## src/rtl/triangle_lambert_flat_shade_assert.svh

```systemverilog
// Assertion macros used by the triangle shading top level.
// Depends on nothing; the including module supplies clk and rst_n.
`ifndef TRIANGLE_LAMBERT_FLAT_SHADE_ASSERT_SVH
`define TRIANGLE_LAMBERT_FLAT_SHADE_ASSERT_SVH
`ifndef SYNTH
`define TLFS_ASSERT(lbl, prop, msg) \
    lbl: assert property (@(posedge clk) disable iff (!rst_n) prop) else $error(msg);
`define TLFS_ASSERT_ALWAYS(lbl, prop, msg) \
    lbl: assert property (@(posedge clk) prop) else $error(msg);
`else
`define TLFS_ASSERT(lbl, prop, msg)
`define TLFS_ASSERT_ALWAYS(lbl, prop, msg)
`endif
`endif

```

## src/rtl/tlfs_pkg.sv

```systemverilog
// Package for the flat Lambertian triangle shader: widths, latencies, word types.
// Depends on nothing.
`timescale 1ns / 1ps
package tlfs_pkg;

    localparam int COORD_W      = 32;
    localparam int DIFF_W       = 33;
    localparam int PROD_W       = 66;
    localparam int WV_W         = 35;
    localparam int NRM_IN_W     = 67;
    localparam int NORM_BITS    = 30;
    localparam int NV_W         = NORM_BITS + 1;
    localparam int LEN_W        = 7;
    localparam int SQ_W         = 62;
    localparam int ROOT_W       = 31;
    localparam int FRAC_W       = 16;
    localparam int STR_W        = 16;
    localparam int CENTROID_DIV = 3;

    localparam int NORM_LAT     = 4;
    localparam int SQRT_LAT     = 32;
    localparam int DIV_LAT      = FRAC_W + 1;
    localparam int FLAG_LEN     = SQRT_LAT + 1 + DIV_LAT;
    localparam int PIPE_DEPTH   = 3 + NORM_LAT + 2 + SQRT_LAT + 1 + DIV_LAT + 1;

    localparam logic [STR_W-1:0] STRENGTH_RESET = 16'd256;

    typedef enum logic [1:0] {
        REG_LIGHT_X,
        REG_LIGHT_Y,
        REG_LIGHT_Z,
        REG_LIGHT_STRENGTH
    } cfg_reg_t;

    typedef struct packed {
        logic signed [COORD_W-1:0] vert_a_x;
        logic signed [COORD_W-1:0] vert_a_y;
        logic signed [COORD_W-1:0] vert_a_z;
        logic signed [COORD_W-1:0] vert_b_x;
        logic signed [COORD_W-1:0] vert_b_y;
        logic signed [COORD_W-1:0] vert_b_z;
        logic signed [COORD_W-1:0] vert_c_x;
        logic signed [COORD_W-1:0] vert_c_y;
        logic signed [COORD_W-1:0] vert_c_z;
    } tri_word_t;

    typedef struct packed {
        logic [STR_W-1:0] lit_level;
        logic             degenerate;
    } shade_word_t;

    typedef struct packed {
        logic deg;
        logic dark;
    } flags_t;

endpackage

```

## src/rtl/tlfs_div.sv

```systemverilog
// Pipelined restoring divider: one integer bit then sixteen fraction bits.
// Depends on tlfs_pkg.
`timescale 1ns / 1ps
module tlfs_div
    import tlfs_pkg::*;
(
    input  logic              clk,
    input  logic [SQ_W-1:0]   num,
    input  logic [SQ_W-1:0]   den,
    output logic [FRAC_W:0]   quo
);

    logic [SQ_W:0]   r_reg [DIV_LAT];
    logic [SQ_W-1:0] d_reg [DIV_LAT];
    logic [FRAC_W:0] q_reg [DIV_LAT];

    for (genvar k = 0; k < DIV_LAT; k++)
    begin : g_step
        logic [SQ_W:0]   rs;
        logic [SQ_W-1:0] d_cur;
        logic [FRAC_W:0] q_cur;
        logic            ge;

        if (k == 0)
        begin : g_first
            assign rs    = {1'b0, num};
            assign d_cur = den;
            assign q_cur = '0;
        end
        else
        begin : g_rest
            assign rs    = {r_reg[k-1][SQ_W-1:0], 1'b0};
            assign d_cur = d_reg[k-1];
            assign q_cur = q_reg[k-1];
        end

        assign ge = (rs >= {1'b0, d_cur});

        always_ff @(posedge clk)
        begin
            r_reg[k] <= ge ? (rs - {1'b0, d_cur}) : rs;
            d_reg[k] <= d_cur;
            q_reg[k] <= {q_cur[FRAC_W-1:0], ge};
        end
    end

    assign quo = q_reg[DIV_LAT-1];

endmodule

```

## config.mk

```make
export PLATFORM = sky130hd
export DESIGN_NAME = tlfs_div
export DESIGN_NICKNAME = d
export VERILOG_FILES = /design/src/rtl/triangle_lambert_flat_shade_assert.svh /design/src/rtl/tlfs_pkg.sv /design/src/rtl/tlfs_div.sv
export SDC_FILE = /design/constraint.sdc
export NUM_CORES = 2
export LEC_CHECK = 0
export BUFFER_PORTS_ARGS = -buffer_cell sky130_fd_sc_hd__buf_2
export CAP_MARGIN = 40
export CORE_UTILIZATION = 69
export CTS_CLUSTER_DIAMETER = 120
export DETAILED_ROUTE_END_ITERATION = 10
export GPL_ROUTABILITY_DRIVEN = 0
export HOLD_SLACK_MARGIN = 0.05
export PLACE_DENSITY_LB_ADDON = 0.25
export SLEW_MARGIN = 10
export SYNTH_ARGS = -nofsm -noshare
export SYNTH_HDL_FRONTEND = slang
export SYNTH_SLANG_ARGS = --single-unit
```

## constraint.sdc

```tcl
create_clock -name clk -period 9.1 [get_ports clk]
set_input_delay 0 -clock clk [delete_from_list [all_inputs] [get_ports clk]]
set_output_delay 0 -clock clk [all_outputs]
set_load 0.01 [all_outputs]
```

==> run metrics <==
horizontal extent of the die 409 um; share of the clock period used by the worst path after layout 64.8%; post-route ant nets 0; Crit-path slowest cell a31oi_4; clock transition at the registers of the reported paths roughly 60 ps; Layout area overhead 10.2%; floorplan die area 168000 um^2; aggregate global-route resource usage about a third; Post-DP HPWL 219 mm; DR vias/cell 6.27; hold wc startpoint den[0]; Cell variety after synth 100; Min-Delay Path Depth 4; clock skew after layout between 30 and 40 ps; total power density per cell area around 400 nW/um^2; setup violators final 0; Cell Chain, Critical Path dlygate4sd3_1, buf_2, inv_1, ha_1, nand2b_1, a21oi_1, o21ai_0, a21boi_1, o2111ai_1, and4b_1, o21a_1, o21ai_1, a21oi_1, a31oi_4, buf_4, buf_16, mux2_2, dlygate4sd3_1; number of vias after detailed routing 101k; Async SR Flop Fraction 0%; CTS H-tree depth 4; commonest non-fill, non-tap cell in the layout dfxtp_1; Slew Limit Headroom 26.1%; post-layout net count 14.9k; Port Buf Inserts 141; delay of the slowest cell on the worst path ~650 ps; time the worst path needs with I/O delays and setup 5900 ps; most frequent cells in the layout 2137 x dfxtp_1, 1454 x a21oi_1, 1322 x inv_1; leading cell types by total area after synthesis dfxtp_1 37%, ha_1 12%, a21oi_1 6.4%, a21o_1 4.4%, inv_1 4.3%; maximum clock insertion buffer count 3; post-CTS setup-driven buffer insertion count 0; endpoint of the worst-slack reg-to-reg timing path r_reg[0][815]; utilization after layout 76.6%; Least-Margin Pin Slew 1100 ps; Leak Pwr 59.2 nW; final global-route overflow total 0; hold endpoint r_reg[0][0]; Setup Crit Path Kind input pin to flop; placeable core area 165000 um^2; initial antenna violation count 9; largest area contributor in the netlist dfxtp_1; detailed-route wire length 308 mm; pin count of the biggest net entering global routing 98; mean routed wirelength per cell about 19 um; outcome completed; worst reg2reg setup slack 3620 ps; first-pass GRT wire length 482 mm; TritonCTS Buffers roughly 210; count of final hold-check violations 0; Final Hold Slack approximately 170 ps; drt initial violations approximately 12k; startpoint of the lowest-slack register-to-register path d_reg[0][686]; Highest Clock Rate 169 MHz; maxcap violations 0; proportion of synthesized chip area in sequential cells a little under two fifths; register bit total from synthesis 2137; Arr. time, crit path 6620 ps; Post-Synthesis Net Count 14.7k; fraction of layout instances using a drive strength above 1 6.25%; clk sinks approximately 2.1k; dominant register cell in the synthesized netlist dfxtp_1; CTS root buf clkbuf_16; HP Class input pin to flop; Cells after Synth approximately 14k; standard-cell row count 149; via count of the first global-routing pass just under 100k; netlist area before placement between 100000 and 150000 um^2; maximum net fanout on the critical path 84; unrepaired setup endpoints after global routing false; I/O Pins roughly 140; setup TNS after final layout 0 ps; die span in y 409 um; post-synthesis area per instance 8.47 um^2; number of flops mapped to enable cells by yosys 0; Worst setup SP type input pin; category of the worst setup path capture point flop; max-slew violation count 0; Required @ worst endpoint 9820 ps; IR drop worst, VDD ~0.33 mV; TritonCTS clock tree built; first drt pass iteration count 10; number of instances resized during post-cts repair 0; warning count from the yosys run 0; detailed-route DRC error count 0; worst slack, placed around 4000 ps; starting density of the core 69.5%; Worst Setup Slack, final 3200 ps; clock latency of the later-clocked register in the worst-skew pair 850 ps; logic depth of the worst register-to-register path 15; share of the synthesized area in the top cell type between 30% and 40%
==> Yosys cell counts, drive strengths merged (29+ instances only) <==
library cell  number
nor2b            118
o21bai           195
mux2             278
ha              1054
nor2             832
xnor2            537
o21a              96
inv             1324
or3               29
and4              33
buf               74
a31oi            118
o211ai            47
nor4              54
and2              58
xor2             384
o31ai             79
clkbuf           480
a21oi           1456
nand3            191
o21ai            960
a221oi            33
and3             106
nand4            331
dfxtp           2137
a21boi            42
nor3             116
nand2           1091
a21o             671
a211oi            76
nand2b            96
==> kinds of logic (layout without fill, tap and decap cells) <==
logic type / Yosys count / count (layout) / share of synthesized area, %
AO/OA/AOI/OAI: 4061 / 4061 / 21.7
XOR/XNOR: 921 / 921 / 7.04
adder cells (fa/ha/maj): 1070 / 1070 / 11.8
buffers and inverters: 1878 / 2190 / 6.30
flip-flops: 2137 / 2137 / 37.3
multiplexers: 287 / 287 / 2.81
other: 0 / 19 / 0
AND/OR/NAND/NOR: 3165 / 3165 / 13.0
==> critical path, delay by kind of cell <==
family | cells | cell delay [ps]
adders and majority gates | 1 | 550
muxes | 1 | 430
buffers and inverters | 6 | 1900
and+or+nand+nor | 2 | 540
AOI/OAI and AO/OA | 8 | 3100
==> through the flow <==
stage	power [W]	cells	area [um^2]
floorplan	0.0351	13500	115000
global placement	0.0401	15300	116000
detailed placement	0.0410	15300	116000
CTS	0.0500	16000	126000
global route	0.0543	16000	126000
finish	0.0509	16000	126000
==> area by class of cell <==
class	count	area (um^2)
diodes	19	47.5
inverters	1324	4970
clock inverters	72	811
flip-flops and latches	2137	42800
repair buffers	485	4030
clock buffers	309	6170
multi-input cells	9504	64700
well taps	2189	2740
fillers	10900	38500
==> where the power goes <==
| group | total (W) | switching, W | internal, W |
|---|---|---|---|
| combinational | 0.0282 | 0.0165 | 0.0116 |
| sequential | 0.0142 | 0.00170 | 0.0125 |
| clock | 0.00859 | 0.00355 | 0.00504 |
| total | 0.0509 | 0.0218 | 0.0292 |
==> worst max-delay path by stage <==
stage / from / end / slack (ps) / cells past startpoint
2_1_floorplan: d_reg[0][130] / r_reg[0][194] / 5490 / 15
3_3_place_gp: d_reg[0][495] / r_reg[0][511] / 3910 / 13
3_5_place_dp: d_reg[0][807] / r_reg[0][883] / 3910 / 14
4_1_cts: d_reg[0][807] / r_reg[0][883] / 3850 / 14
5_1_grt: den[1] / r_reg[0][7] / 3290 / 18
6_report: den[1] / r_reg[0][7] / 3200 / 18
==> metal layers <==
layer / global-route usage (%) / up-vias / routed length [um]
met1: 36.1 / 45400 / 109000
li1: - / 47400 / -
met5: 0 / - / 0
met3: 4.58 / 1744 / 21800
met4: 29.1 / 0 / 29500
met2: 62.5 / 6116 / 147000
==> repair_timing <==
item                                    CTS  global route
hold buffers                            292             0
endpoints found under the setup margin    0             0
endpoints found under the hold margin   124             0
Note: power is estimated with default switching activity, not from simulation.
