===== src/rtl/triangle_lambert_flat_shade_assert.svh =====
// Assertion macros used by the triangle shading top level.
// Depends on nothing; the including module supplies clk and rst_n.
`ifndef TRIANGLE_LAMBERT_FLAT_SHADE_ASSERT_SVH
`define TRIANGLE_LAMBERT_FLAT_SHADE_ASSERT_SVH
`ifndef SYNTH
`define TLFS_ASSERT(lbl, prop, msg) \
    lbl: assert property (@(posedge clk) disable iff (!rst_n) prop) else $error(msg);
`define TLFS_ASSERT_ALWAYS(lbl, prop, msg) \
    lbl: assert property (@(posedge clk) prop) else $error(msg);
`else
`define TLFS_ASSERT(lbl, prop, msg)
`define TLFS_ASSERT_ALWAYS(lbl, prop, msg)
`endif
`endif


===== src/rtl/tlfs_pkg.sv =====
// Package for the flat Lambertian triangle shader: widths, latencies, word types.
// Depends on nothing.
`timescale 1ns / 1ps
package tlfs_pkg;

    localparam int COORD_W      = 32;
    localparam int DIFF_W       = 33;
    localparam int PROD_W       = 66;
    localparam int WV_W         = 35;
    localparam int NRM_IN_W     = 67;
    localparam int NORM_BITS    = 30;
    localparam int NV_W         = NORM_BITS + 1;
    localparam int LEN_W        = 7;
    localparam int SQ_W         = 62;
    localparam int ROOT_W       = 31;
    localparam int FRAC_W       = 16;
    localparam int STR_W        = 16;
    localparam int CENTROID_DIV = 3;

    localparam int NORM_LAT     = 4;
    localparam int SQRT_LAT     = 32;
    localparam int DIV_LAT      = FRAC_W + 1;
    localparam int FLAG_LEN     = SQRT_LAT + 1 + DIV_LAT;
    localparam int PIPE_DEPTH   = 3 + NORM_LAT + 2 + SQRT_LAT + 1 + DIV_LAT + 1;

    localparam logic [STR_W-1:0] STRENGTH_RESET = 16'd256;

    typedef enum logic [1:0] {
        REG_LIGHT_X,
        REG_LIGHT_Y,
        REG_LIGHT_Z,
        REG_LIGHT_STRENGTH
    } cfg_reg_t;

    typedef struct packed {
        logic signed [COORD_W-1:0] vert_a_x;
        logic signed [COORD_W-1:0] vert_a_y;
        logic signed [COORD_W-1:0] vert_a_z;
        logic signed [COORD_W-1:0] vert_b_x;
        logic signed [COORD_W-1:0] vert_b_y;
        logic signed [COORD_W-1:0] vert_b_z;
        logic signed [COORD_W-1:0] vert_c_x;
        logic signed [COORD_W-1:0] vert_c_y;
        logic signed [COORD_W-1:0] vert_c_z;
    } tri_word_t;

    typedef struct packed {
        logic [STR_W-1:0] lit_level;
        logic             degenerate;
    } shade_word_t;

    typedef struct packed {
        logic deg;
        logic dark;
    } flags_t;

endpackage


===== src/rtl/tlfs_isqrt.sv =====
// Pipelined integer square root, one result bit per stage.
// Depends on tlfs_pkg.
`timescale 1ns / 1ps
module tlfs_isqrt
    import tlfs_pkg::*;
(
    input  logic              clk,
    input  logic [SQ_W-1:0]   x,
    output logic [ROOT_W-1:0] root
);

    logic [SQ_W:0] xs_reg [SQRT_LAT];
    logic [SQ_W:0] rs_reg [SQRT_LAT];

    for (genvar k = 0; k < SQRT_LAT; k++)
    begin : g_step
        logic [SQ_W:0] x_cur;
        logic [SQ_W:0] r_cur;
        logic [SQ_W:0] bitv;
        logic [SQ_W:0] t;

        if (k == 0)
        begin : g_first
            assign x_cur = {1'b0, x};
            assign r_cur = '0;
        end
        else
        begin : g_rest
            assign x_cur = xs_reg[k-1];
            assign r_cur = rs_reg[k-1];
        end

        assign bitv = (SQ_W+1)'(1) << (SQ_W - 2*k);
        assign t    = r_cur + bitv;

        always_ff @(posedge clk)
        begin
            if (x_cur >= t)
            begin
                xs_reg[k] <= x_cur - t;
                rs_reg[k] <= (r_cur >> 1) + bitv;
            end
            else
            begin
                xs_reg[k] <= x_cur;
                rs_reg[k] <= r_cur >> 1;
            end
        end
    end

    assign root = rs_reg[SQRT_LAT-1][ROOT_W-1:0];

endmodule


===== config.mk =====
export PLATFORM = sky130hd
export DESIGN_NAME = tlfs_isqrt
export DESIGN_NICKNAME = d
export VERILOG_FILES = /design/src/rtl/triangle_lambert_flat_shade_assert.svh /design/src/rtl/tlfs_pkg.sv /design/src/rtl/tlfs_isqrt.sv
export SDC_FILE = /design/constraint.sdc
export NUM_CORES = 2
export LEC_CHECK = 0
export ABC_CLOCK_PERIOD_IN_PS = 3900
export BUFFER_PORTS_ARGS = -buffer_cell sky130_fd_sc_hd__buf_2
export CORE_MARGIN = 1.5
export CORE_UTILIZATION = 60
export DETAILED_ROUTE_END_ITERATION = 7
export PLACE_DENSITY = 0.76
export SYNTH_ARGS = -nofsm -noshare
export SYNTH_HDL_FRONTEND = slang
export SYNTH_SLANG_ARGS = --single-unit

===== constraint.sdc =====
create_clock -name clk -period 3.9 [get_ports clk]
set_clock_uncertainty 0.05 [all_clocks]
set_input_delay 0.78 -clock clk [delete_from_list [all_inputs] [get_ports clk]]
set_output_delay 0.78 -clock clk [all_outputs]
set_load 0.02 [all_outputs]

==> results.md <==
* Sort of element at the start of the critical path: flop
* Fraction of met1 tracks used by global routing at 40.2%
* Worst flop-to-flop path endpoint: xs_reg[1][800]$_DFF_P_
* Total track usage at 30.2%
* Core Region at 152000 µm²
* Critical Path Max Stage Delay at 0.54 ns
* DP Wirelength at 181000 µm
* Setup repair after global routing missed its margin: no
* Depth of the most critical reg-to-reg path at 13
* Standard cell with the maximum stage delay on the critical path: nor4b_1
* Met3 Use GR at 4.18%
* YS warnings at 0
* Data arrival time of the critical path at 4.56 ns
* Maximum VDD drop at 0.577 mV
* Power density of the placed cells at 732 nW/µm²
* Maximum clock path buffer count at 3
* Net count, final at 10200
* Async SR Flop Fraction at 0%
* Total design power at 76.6 mW
* Library cell occupying the most area in the post-synthesis netlist: dfxtp_1
* Residual DRC at 0
* Area of the mapped netlist at 92300 µm²
* Number of top-level design ports at 94
* Count of cells along the worst hold path at 0
* TritonCTS Buffers at 229
* Synth top cells by count: 2448 x dfxtp_1, 658 x inv_1, 626 x nor2_1
* Portion of the clock cycle consumed by the worst path in the final layout at 97.2%
* Number of gates on the worst path with buffers counted at 13
* Most frequently used cell type in the post-synthesis netlist: dfxtp_1
* Portion of synthesized cell area occupied by the leading cell type at 53.1%
* Number of global-route vias before repair at 67100
* Via Count at 68400
* Number of violations reported at the end of detailed-routing iteration 0 at 5347
* Launch instance of the worst register-to-register path: rs_reg[1][724]$_DFF_P_
* Critical path cell sequence: inv_1, ha_1, nand4b_1, nor4_2, nand3_1, nor4_1, buf_4, nor4_2, o211a_1, nor4b_1, buf_4, nand3_1, xnor2_1
* Site row count at 143
* Worst Path Class, Setup: reg -> reg
* HP Class: reg -> reg
* Number of clock sinks at 2448
* Most used flip-flop cell after synthesis: dfxtp_1
* Worst setup slack before clock tree synthesis at -0.00886 ns
* Actual transition at the worst max-transition pin at 1.31 ns
* Synth cell types at 90
* Count of buffer and inverter cells on the critical path at 3
* Ratio of routed vias to standard cells at 5.78
* Final Slew Violations at 0
* Met2 Resource Use GR at 51.2%
* Number of instances in the synthesized netlist at 9264
* H-Tree Level Count at 4
* Number of nets with antenna violations after detailed routing at 0
* Die outline height at 395 µm
* Mapped Nets at 9852
* Skew-Pair Late Insertion Delay at 0.94 ns
* Horizontal die dimension at 395 µm
* Upper clock frequency limit at 0.264 GHz
* Initial core utilization at 60.6%
* Wirelength per Cell at 20.4 µm
* Number of enable flip-flop cells after synthesis at 0
* End of the worst hold path: rs_reg[1][780]$_DFF_P_
* Nature of the critical path endpoint: flop
* Endpoints failing hold at 0
* Setup_tns at 0 ns
* Largest net degree at the start of global routing at 55
* GRT busiest layer: met2
* Sequential share of the synthesized area at 53.1%
* Setup slack of the most critical reg-to-reg path at 0.11 ns
* Worst min-delay path startpoint: rs_reg[1][718]$_DFF_P_
* Initial DRT Pass Iterations at 8
* Leakage power at 47.5 nW
* Max-capacitance violation count at 0
* Worst relative slew slack at 11.8%
* Wire length of the first global-routing pass at 375000 µm
* Signed area change from the synthesized netlist to the final layout at 13.3%
* Cell types occupying the most area after synthesis: dfxtp_1 53%, ha_1 7.1%, xnor2_1 4.3%
* Fin worst setup slack at 0.110 ns
* Kind of cell adding the most delay to the critical path: simple AND/OR/NAND/NOR gates
* Clock transition at the registers of the reported paths at 0.06 ns
* Syn Area/Cell at 9.96 µm²
* Final setup viols at 0
* Number of antenna violations at the first check in global routing at 10
* Register bit count reported by yosys at 2448
* CTS tree: done
* Die area at 156000 µm²
* Outcome: finished clean
* Utilization of the core after routing at 68.7%
* Aggregate routed wire length at 241000 µm
* Number of buffers added on ports at 93
* Flip-flop count of the largest register after layout at 1952
* Fraction of layout instances using a drive strength above 1 at 7.99%
* Required @ worst endpoint at 4.67 ns
* Global placement routability congestion at 0.953
* CP Max Fanout at 7
* Root buf cell: clkbuf_16
* Final critical delay including setup and external delays at 3.79 ns
* Aggregate global routing overflow at 0
-- power by group --
group,internal (mW),leakage [nW],switching [mW],total (mW)
Clock,13.7,3.98,9.96,23.7
Combinational,7.60,23.0,9.76,17.4
Sequential,30.4,20.5,5.11,35.5
Total,51.7,47.5,24.8,76.6
-- metal layers --
layer | vias up | part of all wire (%)
met5 | - | 0.011
met4 | 4 | 2.3
met3 | 394 | 5.6
met2 | 2042 | 48
met1 | 32900 | 44
li1 | 33000 | -
-- through the flow --
step	std cells	instance area, µm²	hold WS, ns
2_1_floorplan	9264	92300	0.272
3_3_place_gp	11300	95600	0.277
3_5_place_dp	11300	95600	0.281
4_1_cts	11800	104000	0.217
5_1_grt	11800	105000	0.223
6_report	11800	105000	0.230
-- cell usage in the layout (no fill, tap or decap), types with 78 or more instances in the layout --
master,Yosys,final
nand2b_1,113,113
clkbuf_16,0,229
dfxtp_1,2448,2448
or3_1,95,95
a21oi_1,587,587
xor2_1,391,391
ha_1,525,525
a21o_1,178,178
or4_1,87,86
nand2_1,584,584
xnor2_1,456,456
nor2_1,626,625
buf_2,5,93
buf_4,2,132
o21ai_0,437,436
o21a_1,78,78
nor3_1,233,231
nor4_1,350,343
nand4_1,152,152
inv_1,658,658
nand3_1,139,139
-- what timing repair did --
| item | CTS | global route |
|---|---|---|
| hold buffers | 62 | 0 |
| resized for setup | 1 | 15 |
| endpoints found under the hold margin | 62 | 0 |
| pin swaps | 0 | 1 |
| gates cloned | 0 | 0 |
| endpoints found under the setup margin | 2 | 50 |
| setup buffers | 0 | 1 |
-- how the worst max path moves through the flow --
| stage | from | endpoint | slack, ns |
|---|---|---|---|
| after floorplan | xs_reg[1][297]$_DFF_P_ | xs_reg[1][367]$_DFF_P_ | 0.46 |
| after global placement | rs_reg[1][724]$_DFF_P_ | xs_reg[1][798]$_DFF_P_ | -0.006 |
| after detailed placement | xs_reg[1][272]$_DFF_P_ | xs_reg[1][371]$_DFF_P_ | -0.009 |
| after CTS | rs_reg[1][703]$_DFF_P_ | xs_reg[1][800]$_DFF_P_ | 0.03 |
| after global routing | rs_reg[1][645]$_DFF_P_ | xs_reg[1][754]$_DFF_P_ | 0.00005 |
| final | rs_reg[1][724]$_DFF_P_ | xs_reg[1][800]$_DFF_P_ | 0.11 |
-- kinds of logic (layout without fill, tap and decap cells) --
logic type / Yosys count / count (layout) / synth area share (%)
AND/OR/NAND/NOR: 2767 / 2767 / 15.6
buffers and inverters: 850 / 1373 / 3.47
other: 0 / 5 / 0
adder cells (fa/ha/maj): 525 / 525 / 7.12
multiplexers: 75 / 75 / 0.889
AO/OA/AOI/OAI: 1751 / 1751 / 11.7
flip-flops: 2448 / 2448 / 53.1
XOR/XNOR: 848 / 848 / 8.06
-- final cells by class --
class,count,area [µm²]
Tap cell,2030,2540
Multi-Input combinational cell,5966,40200
Inverter,665,2500
Timing Repair Buffer,289,2120
Antenna cell,5,12.5
Clock buffer,300,6420
Fill cell,11300,47700
Sequential cell,2448,49000
Clock inverter,119,1820
Note: power is estimated with default switching activity, not from simulation.
