===== src/rtl/triangle_lambert_flat_shade_assert.svh =====
// Assertion macros used by the triangle shading top level.
// Depends on nothing; the including module supplies clk and rst_n.
`ifndef TRIANGLE_LAMBERT_FLAT_SHADE_ASSERT_SVH
`define TRIANGLE_LAMBERT_FLAT_SHADE_ASSERT_SVH
`ifndef SYNTH
`define TLFS_ASSERT(lbl, prop, msg) \
    lbl: assert property (@(posedge clk) disable iff (!rst_n) prop) else $error(msg);
`define TLFS_ASSERT_ALWAYS(lbl, prop, msg) \
    lbl: assert property (@(posedge clk) prop) else $error(msg);
`else
`define TLFS_ASSERT(lbl, prop, msg)
`define TLFS_ASSERT_ALWAYS(lbl, prop, msg)
`endif
`endif


===== src/rtl/tlfs_pkg.sv =====
// Package for the flat Lambertian triangle shader: widths, latencies, word types.
// Depends on nothing.
`timescale 1ns / 1ps
package tlfs_pkg;

    localparam int COORD_W      = 32;
    localparam int DIFF_W       = 33;
    localparam int PROD_W       = 66;
    localparam int WV_W         = 35;
    localparam int NRM_IN_W     = 67;
    localparam int NORM_BITS    = 30;
    localparam int NV_W         = NORM_BITS + 1;
    localparam int LEN_W        = 7;
    localparam int SQ_W         = 62;
    localparam int ROOT_W       = 31;
    localparam int FRAC_W       = 16;
    localparam int STR_W        = 16;
    localparam int CENTROID_DIV = 3;

    localparam int NORM_LAT     = 4;
    localparam int SQRT_LAT     = 32;
    localparam int DIV_LAT      = FRAC_W + 1;
    localparam int FLAG_LEN     = SQRT_LAT + 1 + DIV_LAT;
    localparam int PIPE_DEPTH   = 3 + NORM_LAT + 2 + SQRT_LAT + 1 + DIV_LAT + 1;

    localparam logic [STR_W-1:0] STRENGTH_RESET = 16'd256;

    typedef enum logic [1:0] {
        REG_LIGHT_X,
        REG_LIGHT_Y,
        REG_LIGHT_Z,
        REG_LIGHT_STRENGTH
    } cfg_reg_t;

    typedef struct packed {
        logic signed [COORD_W-1:0] vert_a_x;
        logic signed [COORD_W-1:0] vert_a_y;
        logic signed [COORD_W-1:0] vert_a_z;
        logic signed [COORD_W-1:0] vert_b_x;
        logic signed [COORD_W-1:0] vert_b_y;
        logic signed [COORD_W-1:0] vert_b_z;
        logic signed [COORD_W-1:0] vert_c_x;
        logic signed [COORD_W-1:0] vert_c_y;
        logic signed [COORD_W-1:0] vert_c_z;
    } tri_word_t;

    typedef struct packed {
        logic [STR_W-1:0] lit_level;
        logic             degenerate;
    } shade_word_t;

    typedef struct packed {
        logic deg;
        logic dark;
    } flags_t;

endpackage


===== src/rtl/tlfs_norm.sv =====
// Four-stage vector normalizer: scales three signed components so the largest
// magnitude lies in [2^29, 2^30). Depends on tlfs_pkg.
`timescale 1ns / 1ps
module tlfs_norm
    import tlfs_pkg::*;
(
    input  logic                       clk,
    input  logic signed [NRM_IN_W-1:0] vec_in [3],
    output logic signed [NV_W-1:0]     vec_out [3],
    output logic                       nonzero
);

    logic [NRM_IN_W-1:0] mag1_reg [3];
    logic [2:0]          neg1_reg;
    logic [NRM_IN_W-1:0] mag2_reg [3];
    logic [2:0]          neg2_reg;
    logic [71:0]         or2_reg;
    logic [8:0]          grp2_reg;
    logic [NRM_IN_W-1:0] mag3_reg [3];
    logic [2:0]          neg3_reg;
    logic [LEN_W-1:0]    len3_reg;
    logic signed [NV_W-1:0] out4_reg [3];
    logic                nz4_reg;

    logic [71:0]      or_next;
    logic [8:0]       grp_next;
    logic [LEN_W-1:0] len_next;
    logic signed [NV_W-1:0] out_next [3];

    always_comb
    begin
        or_next = 72'({mag1_reg[0] | mag1_reg[1] | mag1_reg[2]});
        for (int g = 0; g < 9; g++)
        begin
            grp_next[g] = |or_next[g*8 +: 8];
        end
    end

    always_comb
    begin
        logic [3:0] gsel;
        logic [7:0] byte_sel;
        logic [3:0] blen;
        gsel = '0;
        blen = '0;
        for (int g = 0; g < 9; g++)
        begin
            if (grp2_reg[g])
            begin
                gsel = 4'(g);
            end
        end
        byte_sel = or2_reg[{gsel, 3'b000} +: 8];
        for (int b = 0; b < 8; b++)
        begin
            if (byte_sel[b])
            begin
                blen = 4'(b + 1);
            end
        end
        len_next = LEN_W'({gsel, 3'b000}) + LEN_W'(blen);
    end

    always_comb
    begin
        logic [NRM_IN_W+NORM_BITS-1:0] shifted;
        logic [NV_W-1:0] q;
        for (int i = 0; i < 3; i++)
        begin
            shifted = {mag3_reg[i], {NORM_BITS{1'b0}}} >> len3_reg;
            q = {1'b0, shifted[NORM_BITS-1:0]};
            out_next[i] = neg3_reg[i] ? -$signed(q) : $signed(q);
        end
    end

    always_ff @(posedge clk)
    begin
        for (int i = 0; i < 3; i++)
        begin
            neg1_reg[i] <= vec_in[i][NRM_IN_W-1];
            mag1_reg[i] <= vec_in[i][NRM_IN_W-1] ? (~vec_in[i] + 1'b1) : vec_in[i];
            mag2_reg[i] <= mag1_reg[i];
            mag3_reg[i] <= mag2_reg[i];
            out4_reg[i] <= out_next[i];
        end
        neg2_reg <= neg1_reg;
        or2_reg  <= or_next;
        grp2_reg <= grp_next;
        neg3_reg <= neg2_reg;
        len3_reg <= len_next;
        nz4_reg  <= (len3_reg != '0);
    end

    assign vec_out = out4_reg;
    assign nonzero = nz4_reg;

endmodule


===== config.mk =====
export PLATFORM = sky130hd
export DESIGN_NAME = tlfs_norm
export DESIGN_NICKNAME = d
export VERILOG_FILES = /design/src/rtl/triangle_lambert_flat_shade_assert.svh /design/src/rtl/tlfs_pkg.sv /design/src/rtl/tlfs_norm.sv
export SDC_FILE = /design/constraint.sdc
export NUM_CORES = 2
export LEC_CHECK = 0
export BUFFER_PORTS_ARGS = -buffer_cell sky130_fd_sc_hd__buf_2
export CAP_MARGIN = 30
export CORE_MARGIN = 4
export CORE_UTILIZATION = 45
export CTS_BUF_LIST = sky130_fd_sc_hd__clkbuf_8
export CTS_CLUSTER_DIAMETER = 30
export DETAILED_ROUTE_END_ITERATION = 8
export GPL_TIMING_DRIVEN = 1
export PLACE_DENSITY_LB_ADDON = 0.1
export RECOVER_POWER = 25
export REMOVE_ABC_BUFFERS = 1
export SYNTH_ARGS = -nofsm -noshare
export SYNTH_HDL_FRONTEND = slang
export SYNTH_SLANG_ARGS = --single-unit

===== constraint.sdc =====
create_clock -name clk -period 6.4 [get_ports clk]
set_input_delay 0.96 -clock clk [delete_from_list [all_inputs] [get_ports clk]]
set_output_delay 0.96 -clock clk [all_outputs]
set_load 0.05 [all_outputs]

==> reports/metrics.yaml <==
netlist_instances: 3426
viasPerCell: 6.53
grt_pass1_wl_mm: 239
drc: 0
ys_seq_area_share_pct: 41.3
p_sw_share_pct: 39.2
p_clk_share_pct: 28.6
synth.most_common_cell: "dfxtp_1"
die-width_um: 299
core_area_um2: 84000
ys_top_cells_by_count: "dfxtp_1, nand2_1, xnor2_1, mux4_2, mux2i_1"
fin_crit_ns: 5.20
cts_tree: "built"
synth_compound_area_share_pct: 13.1
arrival_ns: 5.83
finalHoldViolCount: 0
wl_mm: 172
synth.area.top_cells: "dfxtp_1, mux4_2, xnor2_1"
placementRows: 106
fmax_mhz: 192
total_power_uw: 17200
ys_warn_count: 0
synth_top_area_share_pct: 41.3
crit_chain: "buf_12, buf_4, mux4_1, mux2_2, a22oi_1, o2111ai_1, or4_1, or3_1, nor3_2, a41oi_1, xnor2_1"
synthArstFlopShare_pct: 0
p_int_uw: 10400
grt_usage_pct: 37.3
post_cts_resized: 0
cts_root_buf: "clkbuf_8"
seq_power_share_pct: 35.6
drtIter0Drc: 4289
synth_xor_area_share_pct: 6.35
finalSetupViolCount: 0
critical_path_required_ns: 7.03
cp_top_family: "simple AND/OR/NAND/NOR gates"
gp_congestion: 1.05
fin_nets: 3943
p_sw_uw: 6730
status: "completed"
post-dp-hpwl_mm: 136
die-height_um: 299
drv_slew: 0
rsz0062_at_grt: "no"
p_leak_uw: 0.0167
ant_nets: 0
worstPathMaxFanout: 31
cts_inserted_buffers: 135
port_buffers: 295
synth.avg_cell_area_um2: 11.2
fillers: 7391
synth_fa_ha_area_share_pct: 0.262
worst_pin_slew_ns: 1.15
io_pins: 296
cts_setup_buffers: 0
grt_pass1_vias: 31500
synthMuxAreaShare_pct: 24.4
post-route-util_pct: 52.2
finalSetupTns_ns: 0
synth_simple_gate_area_share_pct: 11.1
first_pass_iters: 6
skew_ns: 0.0924
die-area_um2: 89600
period_share_pct: 81.3
relSlewSlack_pct: 23.6
numClockSinks: 788
grt_max_degree: 120
hold_buffers: 0
htree_levels: 4
crit_path_end_kind: "register"
ys_ff_latch: 788
grt_antenna_before_repair: 5
drive_above_1_share_pct: 27.6
p_per_area_nw_per_um2: 392
cp_num_buf_inv: 2
yosys.area.top_type: "dfxtp_1"
cts_buffer_depth: 3
start_kind: "register"
clk_pin_slew_ns: 0.06
start_util_pct: 45.5
cp_slowest_cell: "or4_1"
synth_cell_type_count: 105
vias: 32500
clk_latency_ns: 0.86
wl_per_cell_um: 34.7
worst_hold_path_type: "reg2reg"
yosys_most_used_dff: "dfxtp_1"
combPwrFrac_pct: 35.7
overflow: 0
netlist_area_um2: 38200
area_growth_pct: 14.6
slowest_delay_ns: 0.72
worst_ir_drop_vdd_mv: 0.314
synth_enable_flop_cells: 0
max_cap_viol_count: 0
path_class: "reg2reg"
synth_top_family_by_area: "multiplexers"
## final timing paths
check	start	end	slack (ns)	depth (start not counted)
setup / recovery	len3_reg[0]$_SDFF_PP0_	vec_out[28]$_DFF_P_	1.20	11
hold / removal	mag1_reg[0][200]$_SDFF_PN0_	mag2_reg[0][200]$_DFF_P_	0.27	0
setup reg to reg	len3_reg[0]$_SDFF_PP0_	vec_out[28]$_DFF_P_	1.20	11
hold reg to reg	mag1_reg[0][200]$_SDFF_PN0_	mag2_reg[0][200]$_DFF_P_	0.27	0
## placed cells by master, fill, tap and decap left out, types with 79 or more instances in the layout
| cell | Yosys | final |
|---|---|---|
| buf_2 | 37 | 294 |
| buf_4 | 12 | 79 |
| clkbuf_8 | 0 | 157 |
| dfxtp_1 | 788 | 781 |
| mux2_2 | 146 | 146 |
| mux2i_1 | 202 | 202 |
| mux4_2 | 222 | 222 |
| nand2_1 | 256 | 256 |
| nor2_1 | 128 | 122 |
| o21ai_0 | 136 | 136 |
| o31ai_1 | 88 | 88 |
| or3_1 | 107 | 107 |
| xnor2_1 | 250 | 250 |
## cell type report
type | instances | area [um2] | share of cell area, %
diodes | 2 | 5.00 | 0.0114
flip-flops and latches | 788 | 15800 | 36.1
multi-input cells | 2383 | 21200 | 48.3
inverters | 38 | 150 | 0.343
clock buffers | 157 | 2160 | 4.93
repair buffers | 387 | 2260 | 5.17
well taps | 1134 | 1420 | 3.24
clock inverters | 83 | 853 | 1.95
## metal layers
layer	part of all wire, %	track usage, %	vias up	wire length (um)
li1	-	-	13700	-
met1	40	48.5	16100	68800
met2	43	56.6	2181	74600
met5	0.0070	0	-	12
met3	10	9.63	508	17200
met4	6.8	21.3	2	11800
## metrics by stage
step / hold slack [ns] / worst slack [ns] / cell area, um2 / std cells
after floorplan: 0.310 / -7.62 / 37000 / 3209
after detailed placement: 0.312 / 1.15 / 40800 / 4729
after global routing: 0.303 / 0.931 / 43800 / 4971
after global placement: 0.310 / 1.17 / 40700 / 4724
final: 0.273 / 1.20 / 43800 / 4972
after CTS: 0.252 / 1.06 / 43800 / 4969
## power by group through the flow
stage	combinational [uW]	clock, uW	sequential (uW)
4_1_cts	5930	5010	6130
6_report	6140	4910	6120
3_5_place_dp	5910	0	6230
3_3_place_gp	5880	0	6220
2_1_floorplan	3140	0	7060
5_1_grt	6260	5210	6180
## cells by family (layout without fill, tap and decap cells)
kind of cell	count (synthesis)	in the layout
and+or+nand+nor	805	805
DFF	788	788
AOI/OAI and AO/OA	698	698
muxes	595	595
xor gates and xnor gates	277	277
buffers and inverters	255	665
adders and majority gates	8	8
other	0	2
## worst register-to-register path, cell delays in order (launching register included)
cell and delay, ns:
dfxtp_4 0.69, buf_12 0.31, buf_4 0.47, mux4_1 0.67, mux2_2 0.34, a22oi_1 0.16, o2111ai_1 0.42, or4_1 0.73
or3_1 0.41, nor3_2 0.39, a41oi_1 0.27, xnor2_1 0.20
Note: power is estimated with default switching activity, not from simulation.
